### config.mk
export PLATFORM = sky130hd
export DESIGN_NAME = srtf_scheduler
export DESIGN_NICKNAME = d
export VERILOG_FILES = /design/src/srtf_pkg.sv /design/src/srtf_scheduler.sv
export SDC_FILE = /design/constraint.sdc
export NUM_CORES = 1
export LEC_CHECK = 0
export BUFFER_PORTS_ARGS = -buffer_cell sky130_fd_sc_hd__buf_2
export CAP_MARGIN = 20
export CORE_MARGIN = 2
export CORE_UTILIZATION = 40
export CTS_CLUSTER_DIAMETER = 120
export DETAILED_ROUTE_END_ITERATION = 12
export GPL_TIMING_DRIVEN = 0
export PLACE_DENSITY = 0.59
export SYNTH_ARGS = -nofsm -noshare
export SYNTH_HDL_FRONTEND = slang
export SYNTH_SLANG_ARGS = --single-unit
### constraint.sdc
create_clock -name clk -period 19.09 [get_ports clk]
set_input_delay 3.818 -clock clk [delete_from_list [all_inputs] [get_ports clk]]
set_output_delay 3.818 -clock clk [all_outputs]
set_load 0.03 [all_outputs]
### src/srtf_pkg.sv
// Shared constants and types for the SRTF scheduler.
package srtf_pkg;

	localparam int SLOTS  = 8;
	localparam int IDX_W  = (SLOTS > 1) ? $clog2(SLOTS) : 1;
	localparam int ID_W   = 8;
	localparam int REM_W  = 16;
	localparam int TIME_W = 32;

	localparam logic CMD_TICK   = 1'b0;
	localparam logic CMD_ARRIVE = 1'b1;

	typedef enum logic [2:0] {
		ST_IDLE,
		ST_ARR,
		ST_SCAN,
		ST_DEC,
		ST_TAT,
		ST_WT,
		ST_FIN
	} state_t;

	typedef enum logic [1:0] {
		SUB_CMP,
		SUB_DEC,
		SUB_TAT,
		SUB_WT
	} sub_sel_t;

endpackage

### src/srtf_scheduler.sv
// Top level of the shortest-remaining-time-first scheduler.
//
//  channel | handshake             | payload
//  --------+-----------------------+-----------------------------------------------
//  in      | in_valid / in_stall   | cmd, job_id, burst_len
//  out     | out_valid / out_stall | accepted, busy_res, run_id, finished,
//          |                       | turnaround, wait_time
//
// One transaction in at a time; in_stall is high while an item is in work.
// Arrival: accept, store (ST_ARR) and finish (ST_FIN) in that order; finish loads the output register.
// Tick: scan, decrement, then turnaround and waiting time when the served job completes, then finish; the scan
// visits one slot per cycle through the shared subtractor, which then also
// forms the decrement, the turnaround and the waiting time in turn.
// A result waits in the output register; the next item is taken meanwhile, and
// only the finish step waits while out_stall holds a full output register.
// arst_n clears all slot valid bits, the clock and the control state at once.
module srtf_scheduler (
	input  logic                       clk,
	input  logic                       arst_n,
	// input channel
	input  logic                       in_valid,
	output logic                       in_stall,
	input  logic                       cmd,
	input  logic [srtf_pkg::ID_W-1:0]   job_id,
	input  logic [srtf_pkg::REM_W-1:0]  burst_len,
	// output channel
	output logic                       out_valid,
	input  logic                       out_stall,
	output logic                       accepted,
	output logic                       busy_res,
	output logic [srtf_pkg::ID_W-1:0]   run_id,
	output logic                       finished,
	output logic [srtf_pkg::TIME_W-1:0] turnaround,
	output logic [srtf_pkg::TIME_W-1:0] wait_time
);

	localparam int IDX_W  = srtf_pkg::IDX_W;
	localparam int ID_W   = srtf_pkg::ID_W;
	localparam int REM_W  = srtf_pkg::REM_W;
	localparam int TIME_W = srtf_pkg::TIME_W;
	localparam int SLOTS  = srtf_pkg::SLOTS;

	srtf_pkg::state_t state_q, state_d;

	// slot table: valid bits reset, payload written on arrival, remaining time also on each decrement
	logic [SLOTS-1:0]  valid_q;
	logic [ID_W-1:0]   job_q     [SLOTS];
	logic [REM_W-1:0]  rem_q     [SLOTS];
	logic [REM_W-1:0]  burst_q   [SLOTS];
	logic [TIME_W-1:0] arrival_q [SLOTS];
	logic [TIME_W-1:0] now_q;

	// captured input transaction
	logic              cmd_q;
	logic [ID_W-1:0]   in_id_q;
	logic [REM_W-1:0]  in_burst_q;

	// scan state
	logic [IDX_W-1:0]  scan_idx_q;
	logic [IDX_W-1:0]  best_idx_q;
	logic [REM_W-1:0]  best_rem_q;
	logic              found_q;

	// result being built
	logic              res_acc_q;
	logic              res_busy_q;
	logic [ID_W-1:0]   res_id_q;
	logic              res_fin_q;
	logic [TIME_W-1:0] res_tat_q;
	logic [TIME_W-1:0] res_wt_q;

	// output register
	logic              out_valid_q;
	logic              acc_out_q;
	logic              busy_out_q;
	logic [ID_W-1:0]   id_out_q;
	logic              fin_out_q;
	logic [TIME_W-1:0] tat_out_q;
	logic [TIME_W-1:0] wt_out_q;

	// decoded controls
	logic                 in_take;
	logic                 out_free;
	logic                 scan_last;
	logic [IDX_W-1:0]     rd_idx;
	logic [REM_W-1:0]     rem_rd;
	srtf_pkg::sub_sel_t   sub_sel;
	logic [TIME_W-1:0]    sub_a;
	logic [TIME_W-1:0]    sub_b;
	logic [TIME_W:0]      sub_diff;
	logic                 rem_less;
	logic                 dec_zero;
	logic                 free_any;
	logic [IDX_W-1:0]     free_idx;
	logic                 arr_store;

	assign in_stall  = (state_q != srtf_pkg::ST_IDLE);
	assign in_take   = in_valid && !in_stall;
	assign out_free  = !out_valid_q || !out_stall;
	assign scan_last = (scan_idx_q == IDX_W'(SLOTS - 1));

	// one read port into the remaining-time table: scan index while scanning, picked slot after
	assign rd_idx = (state_q == srtf_pkg::ST_SCAN) ? scan_idx_q : best_idx_q;
	assign rem_rd = rem_q[rd_idx];

	// lowest free slot
	always_comb begin
		free_any = 1'b0;
		free_idx = '0;
		for (int k = SLOTS - 1; k >= 0; k--) begin
			if (!valid_q[k]) begin
				free_any = 1'b1;
				free_idx = IDX_W'(k);
			end
		end
	end

	assign arr_store = (state_q == srtf_pkg::ST_ARR) && free_any && (in_burst_q != '0);

	// next state
	always_comb begin
		state_d = state_q;
		case (state_q)
			srtf_pkg::ST_IDLE: begin
				if (in_take) begin
					state_d = (cmd == srtf_pkg::CMD_ARRIVE) ? srtf_pkg::ST_ARR
						: srtf_pkg::ST_SCAN;
				end
			end
			srtf_pkg::ST_ARR:  state_d = srtf_pkg::ST_FIN;
			srtf_pkg::ST_SCAN: begin
				if (scan_last) state_d = srtf_pkg::ST_DEC;
			end
			srtf_pkg::ST_DEC: begin
				state_d = (found_q && dec_zero) ? srtf_pkg::ST_TAT : srtf_pkg::ST_FIN;
			end
			srtf_pkg::ST_TAT:  state_d = srtf_pkg::ST_WT;
			srtf_pkg::ST_WT:   state_d = srtf_pkg::ST_FIN;
			srtf_pkg::ST_FIN: begin
				if (out_free) state_d = srtf_pkg::ST_IDLE;
			end
			default:           state_d = srtf_pkg::ST_IDLE;
		endcase
	end

	// shared subtractor operand select
	always_comb begin
		case (state_q)
			srtf_pkg::ST_DEC: sub_sel = srtf_pkg::SUB_DEC;
			srtf_pkg::ST_TAT: sub_sel = srtf_pkg::SUB_TAT;
			srtf_pkg::ST_WT:  sub_sel = srtf_pkg::SUB_WT;
			default:          sub_sel = srtf_pkg::SUB_CMP;
		endcase
	end

	always_comb begin
		case (sub_sel)
			srtf_pkg::SUB_CMP: begin
				sub_a = {{(TIME_W-REM_W){1'b0}}, rem_rd};
				sub_b = {{(TIME_W-REM_W){1'b0}}, best_rem_q};
			end
			srtf_pkg::SUB_DEC: begin
				sub_a = {{(TIME_W-REM_W){1'b0}}, rem_rd};
				sub_b = TIME_W'(1);
			end
			srtf_pkg::SUB_TAT: begin
				sub_a = now_q;
				sub_b = arrival_q[best_idx_q];
			end
			srtf_pkg::SUB_WT: begin
				sub_a = res_tat_q;
				sub_b = {{(TIME_W-REM_W){1'b0}}, burst_q[best_idx_q]};
			end
			default: begin
				sub_a = '0;
				sub_b = '0;
			end
		endcase
	end

	assign sub_diff = {1'b0, sub_a} - {1'b0, sub_b};
	assign rem_less = sub_diff[TIME_W];           // borrow: rem_rd < best_rem_q
	assign dec_zero = (sub_diff[REM_W-1:0] == '0);

	always_ff @(posedge clk or negedge arst_n) begin
		if (!arst_n) begin
			state_q <= srtf_pkg::ST_IDLE;
		end else begin
			state_q <= state_d;
		end
	end

	// control state: valid bits, clock, scan bookkeeping, output valid
	always_ff @(posedge clk or negedge arst_n) begin
		if (!arst_n) begin
			valid_q     <= '0;
			now_q       <= '0;
			scan_idx_q  <= '0;
			found_q     <= 1'b0;
			out_valid_q <= 1'b0;
		end else begin
			if (in_take) begin
				scan_idx_q <= '0;
				found_q    <= 1'b0;
			end
			if (state_q == srtf_pkg::ST_SCAN) begin
				if (!scan_last) scan_idx_q <= scan_idx_q + IDX_W'(1);
				if (valid_q[scan_idx_q] && (!found_q || rem_less)) found_q <= 1'b1;
			end
			if (arr_store) valid_q[free_idx] <= 1'b1;
			if (state_q == srtf_pkg::ST_DEC) now_q <= now_q + TIME_W'(1);
			if (state_q == srtf_pkg::ST_TAT) valid_q[best_idx_q] <= 1'b0;
			if (state_q == srtf_pkg::ST_FIN && out_free) begin
				out_valid_q <= 1'b1;
			end else if (!out_stall) begin
				out_valid_q <= 1'b0;
			end
		end
	end

	// payload registers
	always_ff @(posedge clk) begin
		if (in_take) begin
			cmd_q      <= cmd;
			in_id_q    <= job_id;
			in_burst_q <= burst_len;
			res_acc_q  <= 1'b0;
			res_busy_q <= 1'b0;
			res_id_q   <= '0;
			res_fin_q  <= 1'b0;
			res_tat_q  <= '0;
			res_wt_q   <= '0;
		end
		if (state_q == srtf_pkg::ST_SCAN) begin
			if (valid_q[scan_idx_q] && (!found_q || rem_less)) begin
				best_idx_q <= scan_idx_q;
				best_rem_q <= rem_rd;
			end
		end
		if (arr_store) begin
			job_q[free_idx]     <= in_id_q;
			rem_q[free_idx]     <= in_burst_q;
			burst_q[free_idx]   <= in_burst_q;
			arrival_q[free_idx] <= now_q;
			res_acc_q           <= 1'b1;
		end
		if (state_q == srtf_pkg::ST_DEC && found_q) begin
			rem_q[best_idx_q] <= sub_diff[REM_W-1:0];
			res_busy_q        <= 1'b1;
			res_id_q          <= job_q[best_idx_q];
			res_fin_q         <= dec_zero;
		end
		if (state_q == srtf_pkg::ST_TAT) res_tat_q <= sub_diff[TIME_W-1:0];
		if (state_q == srtf_pkg::ST_WT)  res_wt_q  <= sub_diff[TIME_W-1:0];
		if (state_q == srtf_pkg::ST_FIN && out_free) begin
			acc_out_q  <= res_acc_q && (cmd_q == srtf_pkg::CMD_ARRIVE);
			busy_out_q <= res_busy_q;
			id_out_q   <= res_id_q;
			fin_out_q  <= res_fin_q;
			tat_out_q  <= res_tat_q;
			wt_out_q   <= res_wt_q;
		end
	end

	assign out_valid  = out_valid_q;
	assign accepted   = acc_out_q;
	assign busy_res   = busy_out_q;
	assign run_id     = id_out_q;
	assign finished   = fin_out_q;
	assign turnaround = tat_out_q;
	assign wait_time  = wt_out_q;

endmodule

Word level (Yosys, flattened, before mapping)
Memories as Yosys holds them, arrays and structs flattened. A register that Yosys moved wholly into a read port is not among the register bits.
Cells that the tools add are included.
- output and inout port bits: 77
- bits in writable memories: 576
- memories: 4
- logic and storage cells: 140
- bits in registers: 242
- memories (name ; words ; width ; read ports ; clocked after memory_dff ; write ports ; RTL line ; text):
    arrival_q ; 8 ; 32 ; 1 ; 1 ; 1 ; srtf_scheduler.sv:50 ; logic [TIME_W-1:0] arrival_q [SLOTS];
    burst_q ; 8 ; 16 ; 1 ; 1 ; 1 ; srtf_scheduler.sv:49 ; logic [REM_W-1:0] burst_q [SLOTS];
    rem_q ; 8 ; 16 ; 1 ; 0 ; 1 ; srtf_scheduler.sv:48 ; logic [REM_W-1:0] rem_q [SLOTS];
    job_q ; 8 ; 8 ; 1 ; 1 ; 1 ; srtf_scheduler.sv:47 ; logic [ID_W-1:0] job_q [SLOTS];
- reductions and logical operators: 29
- multiplexer cells: 59
- equality and inequality tests: 14
- bitwise operators: 3
- add/subtract/negate cells: 3
- order comparisons: 5
- operator list (kind ; number):
    32-bit one-hot mux with 4 select lines ; 1
    32-bit 2-to-1 mux ; 3
    32-bit one-hot mux with 3 select lines ; 1
    3-bit 2-to-1 mux ; 19
    32-bit by 32-bit subtractor with 33-bit output ; 1
    32-bit by 1-bit adder with 32-bit output (second input constant) ; 1
    8-bit 2-to-1 mux ; 4
    1-bit 2-to-1 mux ; 23
    3-bit one-hot mux with 6 select lines ; 1
    16-bit zero test ; 1
    16-bit 2-to-1 mux ; 1
    16-bit nonzero test ; 1
    16-bit OR reduction ; 1
    3-bit equality test (second input constant) ; 4
    3-bit by 4-bit < comparator with 1-bit output (second input constant) ; 3
    1-bit logical AND ; 10
    8-bit bitwise AND ; 1
    8-bit NOT ; 1
    8-bit OR ; 1
    1-bit demux with 3-bit select ; 2
    3-bit by 2-bit equality test with 1-bit output (second input constant) ; 2
    3-bit by 1-bit >= comparator with 1-bit output (second input constant) ; 2
    2-bit != test (second input constant) ; 3
    2-bit one-hot mux with 3 select lines ; 1
    16 further kinds ; 25

Logic depth before layout (Yosys ltp)
Gate-level depths: netlist of the first run.
- depth in word-level cells: 16
- gate-level depth with buffers: 18
- mapped depth without buffers: 16

Worst setup path after synthesis of the first run
No wires, ideal clock.
- path kind: input to register
- from: in out_stall
- to: reg acc_out_q (netlist: accepted), enable pin
- library setup time: 0.616 ns
- stages: 2
- path slack: 9.145 ns
- arrival time: 9.329 ns
- data required time: 18.474 ns
- path through: nand2_1 nor3b_1
- word-level cells in the longest chain between the ends: 3
- ends and longest elaborated chain (element ; RTL line ; text):
    start, declared ; srtf_scheduler.sv:28 ; input logic out_stall,
    1-bit zero test ; -- ;
    1-bit logical OR ; srtf_scheduler.sv:99 ; assign out_free = !out_valid_q || !out_stall;
    1-bit logical AND ; srtf_scheduler.sv:255 ; if (state_q == srtf_pkg::ST_FIN && out_free) begin
    end signal, assigned ; srtf_scheduler.sv:256 ; acc_out_q <= res_acc_q && (cmd_q == srtf_pkg::CMD_ARRIVE);
    end, declared ; srtf_scheduler.sv:74 ; logic acc_out_q;
Every way passes these cells.
A chain may end at the register's enable or synchronous reset.

==> results of run 1 <==
worst max-delay path, delay by kind of cell (launching register included):
family                     cells  cell delay, ns
AOI/OAI and AO/OA              6            1.54
adders and majority gates      1            0.44
buffers and inverters          3            1.15
DFF                            1            0.38
muxes                          4            1.70
and+or+nand+nor                3            0.87
area by class of cell:
class | count | area [sq um] | share of cell area, %
buffer | 76 | 337 | 0.870
multi-input combinational | 884 | 8520 | 22.0
clock buffer | 110 | 2390 | 6.17
timing repair buffer | 148 | 1230 | 3.17
inverter | 16 | 60.1 | 0.155
sequential | 821 | 24400 | 63.0
tap | 1070 | 1340 | 3.46
clock inverter | 50 | 453 | 1.17
logic make-up after synthesis:
logic type | count (synthesis) | share of synthesized area (%)
flops | 821 | 73.4
simple gates | 379 | 5.32
mux | 244 | 13.7
compound gates | 178 | 3.80
buf+inv | 92 | 1.19
xor+xnor | 47 | 1.24
fa+ha+maj | 36 | 1.38
cells in the mapped netlist, drive strengths merged (17+ instances only):
cell / number / area (sq um)
buf: 25 / 144
clkbuf: 51 / 193
mux2i: 44 / 444
dfrtp: 48 / 1200
nor3: 22 / 110
a21oi: 39 / 210
xnor2: 30 / 263
o21ai: 38 / 190
nand3: 18 / 90.1
nor2: 145 / 544
mux4: 162 / 3660
ha: 35 / 438
xor2: 17 / 149
edfxtp: 768 / 23100
nand2: 101 / 379
mux2: 38 / 428
stage by stage:
stage / instances / cell area (sq um)
finish: 3175 / 38700
global route: 3175 / 38700
CTS: 3172 / 38600
detailed placement: 3012 / 35800
global placement: 2972 / 35100
floorplan: 1797 / 33200
power groups by stage:
stage	Sequential, W	Clock (W)	Combinational, W
after floorplan	0.00239	0	0.00180
after global placement	0.00238	0	0.00270
after detailed placement	0.00237	0	0.00275
after CTS	0.00234	0.00170	0.00276
after global routing	0.00235	0.00177	0.00295
final	0.00234	0.00167	0.00276
worst paths after layout:
check | start | endpoint | slack, ns | cells after the start
max in group asynchronous | arst_n | now_q[2] | 15.41 | 2
worst min register to register | res_wt_q[17] | wait_time[17] | 0.42 | 0
min in group asynchronous | arst_n | now_q[28] | 3.12 | 1
worst max register to register | state_q[0] | register | 12.87 | 17
worst min-delay path | res_wt_q[17] | wait_time[17] | 0.42 | 0
worst max-delay path | state_q[0] | register | 12.87 | 17
layer usage:
metal / wire length, um / global-route usage [%] / vias up / part of all wire (%)
li1: - / - / 7701 / -
met1: 35400 / 26.8 / 9295 / 43
met2: 40600 / 32.4 / 564 / 49
met3: 4500 / 3.07 / 119 / 5.5
met4: 1950 / 5.54 / 0 / 2.4
met5: 0 / 0 / - / 0
cells in the final DEF (no fill, tap or decap), types with 11 or more instances in the layout:
cell       instances
ha_1              35
nand2b_1          12
mux4_2           158
clkbuf_16         90
nor2_1           136
clkinv_1          12
dfrtp_1           48
a21o_1            14
nand2_1          100
edfxtp_1         768
buf_6             22
buf_2            122
nor2b_1           12
mux2i_1           43
o21ai_0           35
a22oi_1           14
mux2_2            38
nor3_1            19
clkinv_2          21
nand4_1           13
inv_1             15
and3_1            11
xnor2_1           30
clkbuf_1          64
nand3_1           18
xor2_1            17
a21oi_1           37
state kept, by name (all words and copies together), names as in the netlist, 32 cells and up, named ones only:
register,count
arrival_q,256
burst_q,128
rem_q,128
job_q,64
now_q,32
res_tat_q,32
res_wt_q,32
turnaround,32
wait_time,32
==> impl_results.md, run 1 <==
* Status: complete, no violations
* Power Dens Cells at 175 mW/mm^2
* N_diodes at 0
* Hold-fix buffers, CTS at 0
* DRC at 0
* Resize count post-CTS at 0
* Syn Inst Count at 1797
* Slew @ Worst Pin at 1.09 ns
* Layout Utilization at 47.1%
* Worst setup margin at 12.87 ns
* Most used DFF post-synth: edfxtp_1
* Clk pwr share at 24.7%
* Leak pwr at 13.2 nW
* Final setup viols at 0
* First-pass GRT wire length at 121000 um
* Syn nets at 1862
* Layout Nets at 2097
* DRT antenna net count at 0
* Syn avg cell area at 18.5 sq um
* Critical path cell sequence: buf_6 > nor3b_4 > mux2i_1 > clkbuf_1 > mux4_2 > mux2_2 > nor2_1 > a21oi_1 > ha_1 > or3_1 > a21oi_2 > a2111oi_2 > o31ai_4 > a21oi_4 > a221oi_4 > buf_8 > mux2_2
* Filler Cell Count at 6936
* Routed via count at 17700
* Design Power at 0.00677 W
* Internal at 0.00425 W
* CP peak stage delay at 0.72 ns
* Max-slew violation count at 0
* Routed len/inst at 26.0 um
* Clock Sinks at 821
* Initial Util at 40.4%
* RePlAce Congestion at 0.870
* CTS max path bufs at 3
* Pre-CTS WS at 12.56 ns
* Worst path most repeated cell: mux2_2
* Max Fclk at 0.161 GHz
* Max-slew headroom at 27.5%
* Hold Path Class: register to register
* Max-Cap Viols at 0
* Yosys cell types at 78
* CTS tree: built
* Routed WL at 82400 um
* Die height at 292 um
* Io pins at 106
* Final worst path period share at 32.6%
* DR pass1 iterations at 5
* PortBufs at 105
* CP Capture Type: register
* Post-CTS Repair Setup Buffers at 0
* Share of cells above drive strength 1 at 25.5%
* Sequential area share after synthesis at 73.4%
* Yosys warns at 0
* RSZ-0062 raised after global routing: false
* Pin count of the biggest net entering global routing at 45
* H-tree depth at 3
* Clk Latency, worst-skew pair at 0.64 ns
* Critical Path Source Type: register
* Synthesis-stage register bit count at 821
* Die ar. at 0.0853 sq mm
* Critical path class: register to register
* Comb power frac at 40.8%
* Period minus WS final at 6.22 ns
* Clk_skew at 0.0203 ns
* Required @ worst endpoint at 19.61 ns
* Layout area overhead at 16.5%
* Switching portion of total power at 37.3%
* Core footprint at 0.0821 sq mm
* Hold_ws at 0.417 ns
* Initial antenna violation count at 1
* Critical Path Slowest Stage Cell: clkbuf_1
* Max IR drop VDD at 0.000138 V
* GR Util All Layers at 19.5%
* Setup TNS at 0 ns
* CTS clk-pin slew, worst paths at 0.07 ns
* Root Driver: clkbuf_16
* Post-synth ARST share at 5.85%
* P_sw at 0.00252 W
* 1st-iter DRT viols at 1851
* Endpoints failing hold at 0
* Vias per inst at 5.57
* TritonCTS buffer count at 85
* Number of global-route vias before repair at 18000
* # rows at 105
* Maximum fanout along the worst path at 17
* Mapped Area at 0.0332 sq mm
* Reg power frac at 34.5%
* Total gr overflow at 0
* Arrival time worst endpoint at 6.74 ns
* Die X at 292 um
* Number of synthesized flops with an enable pin at 768
* Hpwl dp at 56400 um
(Power assumes the default switching activity.)
==> inputs of run 2 (changes only) <==
==> constraint.sdc (replaced) <==
create_clock -name clk -period 6.2 [get_ports clk]
set_input_delay 1.24 -clock clk [delete_from_list [all_inputs] [get_ports clk]]
set_output_delay 1.24 -clock clk [all_outputs]
set_load 0.03 [all_outputs]
==> run 2 against run 1 <==
Against the previous run:
- combinational power rose to 3.0 times the previous value
- critical path depth down 1
- design area about the same
- count of clock-buffer cells in the layout down 7
- critical path type unchanged
- highest routed layer is now met5
==> impl_results.md, run 2 (synthesized netlist as in run 1, its figures left out) <==
* Status: complete, no violations (unchanged)
* Post-CTS Repair Setup Buffers at 0 (unchanged)
* Critical path cell sequence: buf_6 > nor3b_4 > mux2i_2 > clkbuf_2 > mux4_2 > mux2_2 > nor2_1 > a21oi_1 > ha_1 > o21ai_0 > a21o_1 > a211oi_2 > nor3_1 > nor4b_2 > a21boi_1 > and4_1 (was buf_6 > nor3b_4 > mux2i_1 > clkbuf_1 > mux4_2 > mux2_2 > nor2_1 > a21oi_1 > ha_1 > or3_1 > a21oi_2 > a2111oi_2 > o31ai_4 > a21oi_4 > a221oi_4 > buf_8 > mux2_2)
* CP peak stage delay at 0.68 ns (was 0.72 ns)
* Internal at 0.0130 W (was 0.00425 W)
* TritonCTS buffer count at 85 (unchanged)
* Routed len/inst at 26.3 um (was 26.0 um)
* Initial antenna violation count at 4 (was 1)
* Final worst path period share at 95.4% (was 32.6%)
* Routed via count at 17700 (about the same)
* Leak pwr at 12.8 nW (was 13.2 nW)
* Switching portion of total power at 37.0% (was 37.3%)
* Max IR drop VDD at 0.000386 V (was 0.000138 V)
* Number of global-route vias before repair at 18000 (about the same)
* Die X at 292 um (unchanged)
* H-tree depth at 3 (unchanged)
* RSZ-0062 raised after global routing: false (unchanged)
* Max Fclk at 0.169 GHz (was 0.161 GHz)
* DRC at 0 (unchanged)
* Layout area overhead at 16.5% (about the same)
* Max-Cap Viols at 0 (unchanged)
* Power Dens Cells at 534 mW/mm^2 (was 175 mW/mm^2)
* Hold_ws at 0.410 ns (was 0.417 ns)
* Routed WL at 83400 um (was 82400 um)
* CTS max path bufs at 3 (unchanged)
* CP Capture Type: register (unchanged)
* Clock Sinks at 821 (unchanged)
* Hold Path Class: register to register (unchanged)
* Max-slew headroom at 32.0% (was 27.5%)
* Max reg flops at 256 (unchanged)
* Endpoints failing hold at 0 (unchanged)
* Setup TNS at 0 ns (unchanged)
* GR Util All Layers at 19.6% (was 19.5%)
* Core footprint at 0.0821 sq mm (unchanged)
* Root Driver: clkbuf_16 (unchanged)
* Max-slew violation count at 0 (unchanged)
* 1st-iter DRT viols at 1832 (was 1851)
* RePlAce Congestion at 0.857 (was 0.870)
* P_sw at 0.00764 W (was 0.00252 W)
* Design Power at 0.0207 W (was 0.00677 W)
* PortBufs at 105 (unchanged)
* Clk Latency, worst-skew pair at 0.65 ns (was 0.64 ns)
* Comb power frac at 40.5% (was 40.8%)
* Period minus WS final at 5.91 ns (was 6.22 ns)
* Initial Util at 40.4% (unchanged)
* CTS tree: built (unchanged)
* DRT antenna net count at 0 (unchanged)
* CTS clk-pin slew, worst paths at 0.07 ns (about the same)
* Commonest non-fill, non-tap cell in the layout: edfxtp_1 (unchanged)
* Reg power frac at 34.8% (was 34.5%)
* Top flop regs: arrival_q: 256 flops, burst_q: 128 flops, rem_q: 128 flops (unchanged)
* Vias per inst at 5.59 (was 5.57)
* Layout Nets at 2094 (was 2097)
* Share of cells above drive strength 1 at 25.2% (was 25.5%)
* Final setup viols at 0 (unchanged)
* Total gr overflow at 0 (unchanged)
* Required @ worst endpoint at 6.65 ns (was 19.61 ns)
* N_diodes at 0 (unchanged)
* Maximum fanout along the worst path at 10 (was 17)
* Io pins at 106 (unchanged)
* Pin count of the biggest net entering global routing at 39 (was 45)
* # rows at 105 (unchanged)
* Reg with most FFs: arrival_q (unchanged)
* Clk_skew at 0.0249 ns (was 0.0203 ns)
* Die height at 292 um (unchanged)
* Critical Path Source Type: register (unchanged)
* Critical path class: register to register (unchanged)
* Die ar. at 0.0853 sq mm (unchanged)
* First-pass GRT wire length at 121000 um (about the same)
* Hpwl dp at 57000 um (was 56400 um)
* Most frequent cells in the layout: edfxtp_1 (768), mux4_2 (158), nor2_1 (136) (unchanged)
* Clk pwr share at 24.7% (about the same)
* Slew @ Worst Pin at 1.02 ns (was 1.09 ns)
* DR pass1 iterations at 5 (unchanged)
* Critical Path Slowest Stage Cell: nor4b_2 (was clkbuf_1)
* Arrival time worst endpoint at 6.36 ns (was 6.74 ns)
run 2: metrics by stage:
| step | std cells | utilization [%] | worst slack (ns) | area (sq um) |
|---|---|---|---|---|
| finish | 3167 | 47.1 | 0.285 | 38700 |
| global route | 3167 | 47.1 | 0.0156 | 38700 |
| CTS | 3166 | 47.0 | 0.00617 | 38600 |
| detailed placement | 3011 | 43.7 | 0.0308 | 35900 |
| global placement | 2972 | 42.7 | -4.40 | 35100 |
| floorplan | 1797 | - | 0.822 | 33200 |
run 2: power by group through the flow:
stage,logic [W],registers [W],clock network [W]
after detailed placement,0.00825,0.00731,0
after global placement,0.00812,0.00731,0
after floorplan,0.00559,0.00736,0
after global routing,0.00894,0.00725,0.00541
final,0.00837,0.00719,0.00510
after CTS,0.00829,0.00720,0.00520
run 2: worst paths after layout:
path / depth (start not counted) / slack, ns / start / endpoint
max: 16 / 0.29 / state_q[0] / res_fin_q
min: 0 / 0.41 / res_wt_q[3] / wait_time[3]
max reg2reg: 16 / 0.29 / state_q[0] / res_fin_q
min reg2reg: 0 / 0.41 / res_wt_q[3] / wait_time[3]
max in group asynchronous: 2 / 5.16 / arst_n / state_q[1]
min in group asynchronous: 1 / 0.49 / arst_n / now_q[24]
run 2: repair_timing:
action	CTS	global route
resized for setup	0	11
endpoints found under the setup margin	0	41
hold buffers	0	0
run 2: worst max-delay path: cells and delay by family, from the launching register on:
family          cells  cell delay, ns
mux                 3            1.22
buf+inv             2            0.61
flops               1            0.38
fa+ha+maj           1            0.41
compound gates      5            1.33
simple gates        5            1.75
run 2: area by class of cell:
| class | instances | area, sq um |
|---|---|---|
| Buffer | 76 | 347 |
| Fill cell | 6842 | 43400 |
| Timing Repair Buffer | 145 | 1250 |
| Inverter | 16 | 60.1 |
| Multi-Input combinational cell | 884 | 8550 |
| Sequential cell | 821 | 24400 |
| Tap cell | 1070 | 1340 |
| Clock inverter | 52 | 554 |
| Clock buffer | 103 | 2210 |
run 2: layer usage:
metal | track usage, % | share of wire [%] | vias to the layer above
met3 | 3.74 | 6.5 | 133
met4 | 5.81 | 2.7 | 2
met5 | 0 | 0.024 | -
met2 | 32.2 | 49 | 651
met1 | 26.7 | 42 | 9233
li1 | - | - | 7682
